$ cat config.mk
export PLATFORM = sky130hd
export DESIGN_NAME = tagged_title_extractor_core
export DESIGN_NICKNAME = d
export VERILOG_FILES = /design/src/rtl/tte_pkg.sv /design/src/rtl/tte_cell.sv /design/src/rtl/tte_outq.sv /design/src/rtl/tagged_title_extractor_core.sv
export SDC_FILE = /design/constraint.sdc
export NUM_CORES = 1
export LEC_CHECK = 0
export BUFFER_PORTS_ARGS = -buffer_cell sky130_fd_sc_hd__buf_2
export CAP_MARGIN = 20
export CORE_ASPECT_RATIO = 1.2
export CORE_MARGIN = 3
export CORE_UTILIZATION = 50
export DETAILED_ROUTE_END_ITERATION = 16
export PLACE_DENSITY = 0.63
export SKIP_CTS_REPAIR_TIMING = 1
export SLEW_MARGIN = 20
export SYNTH_ARGS = -nofsm -noshare
export SYNTH_HDL_FRONTEND = slang
export SYNTH_SLANG_ARGS = --single-unit
$ cat constraint.sdc
create_clock -name clk_i -period 3 [get_ports clk_i]
set_input_delay 0.45 -clock clk_i [delete_from_list [all_inputs] [get_ports clk_i]]
set_output_delay 0.45 -clock clk_i [all_outputs]
set_load 0.01 [all_outputs]
$ cat src/rtl/tte_pkg.sv
// Shared constants, result types and start-pattern lookup for the title extractor.
package tte_pkg;

  // Start pattern: length used and the fixed text it is taken from
  localparam int unsigned PATTERN_LEN      = 54;
  localparam int unsigned PATTERN_TEXT_LEN = 54;
  localparam logic [PATTERN_TEXT_LEN*8-1:0] PATTERN_TEXT =
    "<h5><a rel=\"nofollow\" target=\"_blank\" href=\"/o.php?ux=";

  // Bytes-seen counter, saturating at PATTERN_LEN
  localparam int unsigned FILL_W = $clog2(PATTERN_LEN + 1);

  // Text markers
  localparam logic [7:0] CHAR_NUL = 8'h00;
  localparam logic [7:0] CHAR_GT  = 8'h3E;
  localparam logic [7:0] CHAR_LT  = 8'h3C;

  // Scan phases
  localparam logic [1:0] PH_HUNT  = 2'd0;
  localparam logic [1:0] PH_SKIP  = 2'd1;
  localparam logic [1:0] PH_SEEK  = 2'd2;
  localparam logic [1:0] PH_TITLE = 2'd3;

  // Result kinds
  localparam logic [2:0] KIND_CHAR  = 3'd0;
  localparam logic [2:0] KIND_END   = 3'd1;
  localparam logic [2:0] KIND_NO_GT = 3'd2;
  localparam logic [2:0] KIND_NO_LT = 3'd3;
  localparam logic [2:0] KIND_DONE  = 3'd4;

  localparam logic [15:0] COUNT_MAX = 16'hFFFF;

  // Output queue depth (two results may be written per transaction)
  localparam int unsigned OQ_DEPTH = 4;
  localparam int unsigned OQ_AW    = $clog2(OQ_DEPTH);
  localparam int unsigned OQ_CW    = $clog2(OQ_DEPTH + 1);

  // Output tdata width: 27 payload bits padded to whole bytes
  localparam int unsigned RES_DATA_W = 27;
  localparam int unsigned OUT_DATA_W = ((RES_DATA_W + 7) / 8) * 8;

  typedef struct packed {
    logic        last;
    logic [15:0] number;
    logic [7:0]  title_char;
    logic [2:0]  kind;
  } res_t;

  // Results written into the output queue in one cycle
  typedef struct packed {
    logic [1:0] cnt;
    res_t       e0;
    res_t       e1;
  } push_t;

  // Pattern byte at position idx; zero past the end of the text
  function automatic logic [7:0] pattern_byte(input int unsigned idx);
    logic [7:0] b;
    b = CHAR_NUL;
    if (idx < PATTERN_TEXT_LEN) begin
      b = PATTERN_TEXT[(PATTERN_TEXT_LEN - 1 - idx) * 8 +: 8];
    end
    return b;
  endfunction

endpackage

$ cat src/rtl/tte_cell.sv
// One byte of the sliding match window with its pattern compare.
module tte_cell (
  input  logic       clk_i,
  input  logic       rst_ni,
  input  logic       shift_i,
  input  logic [7:0] pattern_i,
  input  logic [7:0] data_i,
  output logic [7:0] data_o,
  output logic       match_o
);

  logic [7:0] byte_q;

  // Byte moves in from the neighbour on each shift
  always_ff @(posedge clk_i or negedge rst_ni) begin
    if (!rst_ni) begin
      byte_q <= 8'h00;
    end else if (shift_i) begin
      byte_q <= data_i;
    end
  end

  // Compare on the incoming byte: match of the window after this shift
  assign match_o = (data_i == pattern_i);
  assign data_o  = byte_q;

endmodule

$ cat src/rtl/tte_outq.sv
// Small result queue: takes up to two results a cycle, hands out one.
module tte_outq (
  input  logic                  clk_i,
  input  logic                  rst_ni,
  input  tte_pkg::push_t        push_i,
  output logic                  room_o,
  output logic                  valid_o,
  input  logic                  ready_i,
  output tte_pkg::res_t         res_o
);
  import tte_pkg::*;

  res_t             mem_q [OQ_DEPTH];
  logic [OQ_AW-1:0] wr_ptr_q, wr_ptr_d;
  logic [OQ_AW-1:0] rd_ptr_q, rd_ptr_d;
  logic [OQ_CW-1:0] cnt_q, cnt_d;
  logic             pop;

  assign pop     = (cnt_q != '0) && ready_i;
  assign valid_o = (cnt_q != '0);
  assign res_o   = mem_q[rd_ptr_q];
  assign room_o  = (cnt_q <= OQ_CW'(OQ_DEPTH - 2));

  // Pointer and occupancy update
  always_comb begin
    wr_ptr_d = wr_ptr_q + OQ_AW'(push_i.cnt);
    rd_ptr_d = rd_ptr_q + OQ_AW'(pop);
    cnt_d    = cnt_q + OQ_CW'(push_i.cnt) - OQ_CW'(pop);
  end

  always_ff @(posedge clk_i or negedge rst_ni) begin
    if (!rst_ni) begin
      wr_ptr_q <= '0;
      rd_ptr_q <= '0;
      cnt_q    <= '0;
    end else begin
      wr_ptr_q <= wr_ptr_d;
      rd_ptr_q <= rd_ptr_d;
      cnt_q    <= cnt_d;
    end
  end

  // Storage: first result at the write pointer, second just after it
  always_ff @(posedge clk_i) begin
    if (push_i.cnt != 2'd0) begin
      mem_q[wr_ptr_q] <= push_i.e0;
    end
    if (push_i.cnt == 2'd2) begin
      mem_q[wr_ptr_q + OQ_AW'(1)] <= push_i.e1;
    end
  end

endmodule

$ cat src/rtl/tagged_title_extractor_core.sv
// Top level: match-window cell chain, scan control and result queue.
// Results are registered in the output queue before they are offered on m_axis.
// Throughput: one byte per cycle; a zero byte after a match yields two results,
// absorbed by the four-entry queue, so input stalls only under output back-pressure.
// The 54-cell window compare decides the pattern match in the accepting cycle.
// Reset (rst_ni low, asynchronous): hunting phase, empty window, count zero.
module tagged_title_extractor_core (
  input  logic        clk_i,
  input  logic        rst_ni,
  input  logic        s_axis_tvalid,
  output logic        s_axis_tready,
  input  logic [7:0]  s_axis_tdata,   // [7:0] text_byte
  output logic        m_axis_tvalid,
  input  logic        m_axis_tready,
  output logic [31:0] m_axis_tdata,   // [2:0] kind, [10:3] title_char, [26:11] result_number
  output logic        m_axis_tlast    // last_of_run
);
  import tte_pkg::*;

  logic [1:0]             phase_q, phase_d;
  logic [FILL_W-1:0]      fill_q, fill_d;
  logic [15:0]            count_q, count_d;
  logic [7:0]             win [PATTERN_LEN];
  logic [PATTERN_LEN-1:0] cell_match;
  logic                   in_fire;
  logic                   shift;
  logic                   room;
  logic [7:0]             b;
  logic [15:0]            num_now;
  push_t                  push;
  res_t                   res;

  assign b             = s_axis_tdata;
  assign s_axis_tready = room;
  assign in_fire       = s_axis_tvalid && room;
  assign shift         = in_fire && (phase_q == PH_HUNT) && (b != CHAR_NUL);
  assign num_now       = (count_q == COUNT_MAX) ? COUNT_MAX : count_q + 16'd1;

  // Window chain: newest byte enters the last cell, bytes move down a cell
  for (genvar i = 0; i < PATTERN_LEN; i++) begin : g_cell
    logic [7:0] cell_in;
    if (i == PATTERN_LEN - 1) begin : g_head
      assign cell_in = b;
    end else begin : g_body
      assign cell_in = win[i + 1];
    end
    tte_cell u_cell (
      .clk_i    (clk_i),
      .rst_ni   (rst_ni),
      .shift_i  (shift),
      .pattern_i(pattern_byte(i)),
      .data_i   (cell_in),
      .data_o   (win[i]),
      .match_o  (cell_match[i])
    );
  end

  // Scan control and result generation
  always_comb begin
    phase_d  = phase_q;
    fill_d   = fill_q;
    count_d  = count_q;
    push     = '0;
    if (in_fire) begin
      if (b == CHAR_NUL) begin
        // End of text: optional error, then done; clear for the next text
        if (phase_q == PH_SKIP || phase_q == PH_SEEK) begin
          push.cnt = 2'd2;
          push.e0  = '{last: 1'b0, number: num_now, title_char: 8'h00, kind: KIND_NO_GT};
          push.e1  = '{last: 1'b1, number: count_q, title_char: 8'h00, kind: KIND_DONE};
        end else if (phase_q == PH_TITLE) begin
          push.cnt = 2'd2;
          push.e0  = '{last: 1'b0, number: num_now, title_char: 8'h00, kind: KIND_NO_LT};
          push.e1  = '{last: 1'b1, number: count_q, title_char: 8'h00, kind: KIND_DONE};
        end else begin
          push.cnt = 2'd1;
          push.e0  = '{last: 1'b1, number: count_q, title_char: 8'h00, kind: KIND_DONE};
        end
        phase_d = PH_HUNT;
        fill_d  = '0;
        count_d = '0;
      end else begin
        unique case (phase_q)
          PH_HUNT: begin
            if (fill_q != FILL_W'(PATTERN_LEN)) begin
              fill_d = fill_q + FILL_W'(1);
            end
            if ((fill_q >= FILL_W'(PATTERN_LEN - 1)) && (&cell_match)) begin
              phase_d = PH_SKIP;
            end
          end
          PH_SKIP: begin
            phase_d = PH_SEEK;
          end
          PH_SEEK: begin
            if (b == CHAR_GT) begin
              phase_d = PH_TITLE;
            end
          end
          PH_TITLE: begin
            push.cnt = 2'd1;
            if (b == CHAR_LT) begin
              push.e0 = '{last: 1'b1, number: num_now, title_char: 8'h00, kind: KIND_END};
              if (count_q != COUNT_MAX) begin
                count_d = count_q + 16'd1;
              end
              phase_d = PH_HUNT;
              fill_d  = '0;
            end else begin
              push.e0 = '{last: 1'b1, number: num_now, title_char: b, kind: KIND_CHAR};
            end
          end
          default: begin
            phase_d = PH_HUNT;
          end
        endcase
      end
    end
  end

  always_ff @(posedge clk_i or negedge rst_ni) begin
    if (!rst_ni) begin
      phase_q <= PH_HUNT;
      fill_q  <= '0;
      count_q <= '0;
    end else begin
      phase_q <= phase_d;
      fill_q  <= fill_d;
      count_q <= count_d;
    end
  end

  // Result queue decouples the output side
  tte_outq u_outq (
    .clk_i  (clk_i),
    .rst_ni (rst_ni),
    .push_i (push),
    .room_o (room),
    .valid_o(m_axis_tvalid),
    .ready_i(m_axis_tready),
    .res_o  (res)
  );

  assign m_axis_tdata = {(OUT_DATA_W - RES_DATA_W)'(0), res.number, res.title_char, res.kind};
  assign m_axis_tlast = res.last;

endmodule

==> results of run 1 <==
## through the flow
step / cell area, µm² / total power [µW] / utilization, % / TNS (ps) / instances
floorplan: 24200 / 11900 / - / 0 / 1735
finish: 27500 / 20200 / 58.2 / 0 / 2478
global placement: 25600 / 13200 / 54.0 / -570 / 2374
global route: 27500 / 21200 / 58.2 / 0 / 2478
detailed placement: 25600 / 13200 / 54.0 / -611 / 2374
CTS: 27500 / 20500 / 58.1 / -648 / 2477
## worst paths after layout
kind / start / end / slack (ps) / cells after the start
setup / recovery: u_outq.rd_ptr_q[0] / m_axis_tlast / 220 / 3
hold / removal: s_axis_tdata[7] / u_outq.mem_q[2][10] / 150 / 2
setup reg to reg: phase_q[1] / u_outq.mem_q[3][16] / 290 / 7
hold reg to reg: u_outq.mem_q[0][1] / u_outq.mem_q[0][1] / 450 / 2
max in group asynchronous: rst_ni / g_cell[42].u_cell.data_o[7] / 1730 / 4
min in group asynchronous: rst_ni / g_cell[17].u_cell.data_o[4] / 350 / 2
## state kept, by name, indices dropped and copies added (netlist names)
name	count
u_outq.mem_q	112
u_outq.wr_ptr_q	2
u_outq.cnt_q	3
u_outq.rd_ptr_q	2
g_cell.u_cell.data_o	424
phase_q	2
fill_q	6
count_q	16
## cells in the final DEF (no fill, tap or decap), types with 14 or more instances in the layout
cell       instances
a21oi_1           28
a22o_1            68
and2_1            14
and4b_1           16
buf_12            24
buf_2             40
buf_4             56
clkbuf_16         59
clkinv_2          16
dfrtp_1          454
dfxtp_1           40
edfxtp_1          72
ha_1              15
inv_1             16
mux2_2           424
mux4_2            28
nand2_1           71
nand3_1           22
nand4_1           36
nor2_1            62
nor4_1            15
nor4b_1           19
nor4bb_1          28
o21ai_0           71
## cell type report
cell class | count | area [µm²]
clock buffers | 71 | 1620
clock inverters | 32 | 297
fillers | 3753 | 19800
inverters | 16 | 60.1
multi-input cells | 1047 | 9300
flip-flops and latches | 567 | 14400
well taps | 623 | 779
repair buffers | 122 | 1130
## power by group through the flow
stage | clock network, µW | registers [µW] | logic [µW]
2_1_floorplan | 0 | 9070 | 2870
3_3_place_gp | 0 | 9420 | 3740
3_5_place_dp | 0 | 9440 | 3800
4_1_cts | 7350 | 9300 | 3810
5_1_grt | 7650 | 9410 | 4100
6_report | 7180 | 9280 | 3750
## logic make-up after synthesis
| kind of cell | count (synthesis) | synth area share [%] |
|---|---|---|
| AO/OA/AOI/OAI | 219 | 6.07 |
| XOR/XNOR | 6 | 0.218 |
| adder cells (fa/ha/maj) | 16 | 0.860 |
| buffers and inverters | 121 | 2.28 |
| flip-flops | 567 | 59.4 |
| multiplexers | 452 | 22.4 |
| other | 1 | 0.0155 |
| AND/OR/NAND/NOR | 349 | 8.77 |
## critical path, cell delays in order (launching register included)
cell,delay (ps)
dfrtp_2,710
buf_12,260
mux4_2,560
buf_2,160
## layer usage
metal	vias up	part of all wire [%]	track usage [%]
met2	247	50	33.8
met5	-	0	0
met4	0	2.4	5.59
met1	7362	43	26.3
met3	77	4.2	3.58
li1	6621	-	-
==> run summary, run 1 <==
Num CTS Buffers: 56
MaxCap Viol Count: 0
DR pass1 iterations: 5
Worst EP arrival: 2330 ps
CTS tree: yes
number of antenna violations at the first check in global routing: 0
period utilization: 92.6%
run status: complete, no violations
H-tree depth: 2
routed len/inst: 19.7 µm
share of power burned in registers: 45.9%
final setup fails: 0
#FFs+latches synth: 567
crit path max fanout: 16
Post-Syn Instances: 1731
Req. time, crit path: 2550 ps
YS warnings: 0
WS Path Type: flip-flop to output port
fraction of power consumed by the clock network: 35.5%
maximum vdd drop: 0.000761 V
Crit. End Element: output port
number of global-route vias before repair: 15100
syn avg cell area: 14.0 µm²
Slew headroom: 51.0%
top_reg_cell synth: dfrtp_1
Max Root-Sink Buffers: 3
die area: 51000 µm²
mapped cell area: 24200 µm²
post-layout min period: 2780 ps
synth unique cells: 59
Fmax: 360 MHz
largest net degree at the start of global routing: 94
vias per inst: 5.77
Slew Limit Fails: 0
DR DRC count: 0
hold slack: 147 ps
top cells by count, synth: dfrtp_1, mux2_2, edfxtp_1, nand2_1, o21ai_0
cell taking the most area after synthesis: dfrtp_1
asr flop ratio synth: 80.2%
skew final: 35.0 ps
register area share after synthesis: 59.4%
P_leak: 0.0125 µW
Core Area: 47400 µm²
EDFF count, synth: 72
# nets final: 1838
RSZ-0062 raised after global routing: no
Antenna Nets Post-Route: 0
worst-margin pin slew: 735 ps
GRT overflow: 0
area grow syn2layout: 14.0%
Root Buffer: clkbuf_16
combinational share of power: 18.6%
Hold Vio Cnt, Final: 0
Worst-path clk slew: 70 ps
Pwr Density: 734 nW/µm²
Sw Ratio: 26.7%
global-route wire length before repair: 81600 µm
count of input and output buffers: 41
ranking of synthesized cells by area: dfrtp_1, mux2_2, edfxtp_1, dfxtp_1, mux4_2
die extent in x: 207 µm
Int Pwr: 14800 µW
num ports: 47
top-count cell post-synth: dfrtp_1
Critical Path Start Type: flip-flop
dpl hpwl: 32800 µm
layout cells sized above 1: 37.1%
DRT Wirelength: 48900 µm
worst slack, placed: -324 ps
Clock Sinks: 567
die span in y: 247 µm
worst skew pair latency: 620 ps
HP Class: input pin to flip-flop
Initial Util: 51.0%
FP Rows: 87
net switching power: 5400 µW
share of the synthesized area in the top cell type: 47.1%
GP Congestion: 0.841
total number of vias: 14300
initial DRC count: 618
ant diodes: 0
Setup WS post-layout: 221 ps
gr usage total: 19.9%
(Power assumes the default switching activity.)
==> run 2, diff against run 1 <==
--- a/constraint.sdc
+++ b/constraint.sdc
@@ -3,2 +3,2 @@
 set_output_delay 0.45 -clock clk_i [all_outputs]
-set_load 0.01 [all_outputs]
+set_load 0.1 [all_outputs]
==> run summary, run 2 (synthesized netlist as in run 1, its figures left out) <==
Root Buffer: clkbuf_16
period utilization: 92.9% (+0.28 points)
num ports: 47 (unchanged)
MaxCap Viol Count: 0 (unchanged)
GP Congestion: 0.866 (+2.9%)
max reg flops: 424 (unchanged)
Fmax: 359 MHz (-0.30%)
number of global-route vias before repair: 14900 (-1.2%)
Worst R2R Start: g_cell[32].u_cell.data_o[3]
RSZ-0062 raised after global routing: no
worst-margin pin slew: 703 ps (-32.4 ps)
Req. time, crit path: 3540 ps (+990 ps)
maximum vdd drop: 0.000662 V (-13%)
most common cell after layout, fill and taps aside: dfrtp_1
vias per inst: 5.79 (+0.29%)
total number of vias: 14300 (-0.11%)
GRT overflow: 0 (unchanged)
Hold Vio Cnt, Final: 0 (unchanged)
share of power burned in registers: 44.2% (-1.7 points)
count of input and output buffers: 41 (unchanged)
Reg2Reg Depth: 8 (+1)
most frequent cells in the layout: dfrtp_1, mux2_2, edfxtp_1, nand2_1, o21ai_0
DRT Wirelength: 49300 µm (+0.78%)
final setup fails: 0 (unchanged)
die area: 51000 µm² (unchanged)
routed len/inst: 20.0 µm (+1.2%)
Sw Ratio: 29.9% (+3.2 points)
Worst EP arrival: 3330 ps (+1000 ps)
H-tree depth: 2 (unchanged)
dpl hpwl: 32500 µm (-0.87%)
Setup crit end: phase_q[1]
net switching power: 6250 µW (+16%)
global-route wire length before repair: 80600 µm (-1.2%)
WS Path Type: flip-flop to flip-flop
final-layout fill cell count: 3765 (+0.32%)
Worst-path clk slew: 60 ps (about the same)
combinational share of power: 22.9% (+4.3 points)
ant diodes: 0 (unchanged)
initial DRC count: 837 (+35%)
layout cells sized above 1: 35.7% (-1.5 points)
Slew headroom: 53.2% (+2.2 points)
reg2reg end: phase_q[1]
post-layout min period: 2790 ps (+8.44 ps)
Crit. End Element: flip-flop
FP Rows: 87 (unchanged)
Initial Util: 51.0% (unchanged)
Clock Sinks: 567 (unchanged)
P_leak: 0.0124 µW (-1.2%)
reg-to-reg slack, setup: 210 ps (-80 ps)
Critical Path Start: g_cell[32].u_cell.data_o[3]
gr usage total: 19.7% (-0.21 points)
# nets final: 1828 (-0.54%)
fraction of power consumed by the clock network: 32.9% (-2.6 points)
Antenna Nets Post-Route: 0 (unchanged)
Pwr Density: 765 nW/µm² (+4.2%)
Num CTS Buffers: 54 (-3.6%)
area grow syn2layout: 13.1%
DR pass1 iterations: 5 (unchanged)
hold slack: 180 ps (+33.3 ps)
Slew Limit Fails: 0 (unchanged)
die extent in x: 207 µm (unchanged)
Core Area: 47400 µm² (unchanged)
Max Root-Sink Buffers: 3 (unchanged)
crit path max fanout: 3 (-13)
HP Class: input pin to flip-flop
largest net degree at the start of global routing: 107 (+14%)
DR DRC count: 0 (unchanged)
Int Pwr: 14600 µW (-1.2%)
CTS tree: yes
number of antenna violations at the first check in global routing: 0 (unchanged)
run status: complete, no violations
skew final: 12.5 ps (-22.5 ps)
Critical Path Start Type: flip-flop
die span in y: 247 µm (unchanged)
Final Power: 20900 µW (+3.4%)
worst skew pair latency: 600 ps (-20 ps)
## run 2: layout make-up
class / count / area (µm²) / area share (%)
Tap cell: 623 / 779 / 2.85
Clock inverter: 16 / 221 / 0.811
Timing Repair Buffer: 114 / 1030 / 3.77
Sequential cell: 567 / 14400 / 52.6
Multi-Input combinational cell: 1047 / 9300 / 34.1
Inverter: 16 / 60.1 / 0.220
Clock buffer: 85 / 1570 / 5.74
## run 2: metal layers
layer / GRT usage (%) / part of all wire [%]
met1: 26.0 / 43
met2: 33.3 / 50
met3: 3.36 / 4.1
met4: 6.09 / 2.8
met5: 0 / 0
## run 2: how the worst min path moves through the flow
| stage | start | end | depth (start not counted) |
|---|---|---|---|
| 2_1_floorplan | rst_ni | count_q[0] | 0 |
| 3_3_place_gp | rst_ni | g_cell[16].u_cell.data_o[7] | 1 |
| 3_5_place_dp | rst_ni | g_cell[16].u_cell.data_o[7] | 1 |
| 4_1_cts | rst_ni | g_cell[16].u_cell.data_o[7] | 1 |
| 5_1_grt | s_axis_tdata[4] | u_outq.mem_q[2][7] | 2 |
| 6_report | s_axis_tdata[7] | u_outq.mem_q[2][10] | 2 |
## run 2: stage by stage
stage / setup WS (ps) / std cells / TNS, ps / utilization (%) / cell area, µm²
after floorplan: 115 / 1735 / 0 / - / 24200
after global placement: 33.3 / 2366 / 0 / 53.8 / 25500
after detailed placement: 31.6 / 2366 / 0 / 53.8 / 25500
after CTS: -12.2 / 2467 / -12.2 / 57.6 / 27300
after global routing: 48.0 / 2468 / 0 / 57.7 / 27300
final: 213 / 2468 / 0 / 57.7 / 27300
## run 2: worst max-delay path, stage by stage, from the launching register on
cell and delay, ps:
dfrtp_1 410, nor4b_1 500, nand4_1 160, nor4_1 460, buf_4 190, nand4_1 200, o41ai_2 410, nor2b_1 240
a22o_1 170
## run 2: power groups by stage
stage | Combinational [µW] | Sequential, µW | Clock (µW)
global route | 5120 | 9350 | 7360
CTS | 4840 | 9240 | 7070
global placement | 4760 | 9360 | 0
floorplan | 3890 | 9090 | 0
detailed placement | 4820 | 9380 | 0
finish | 4780 | 9230 | 6880
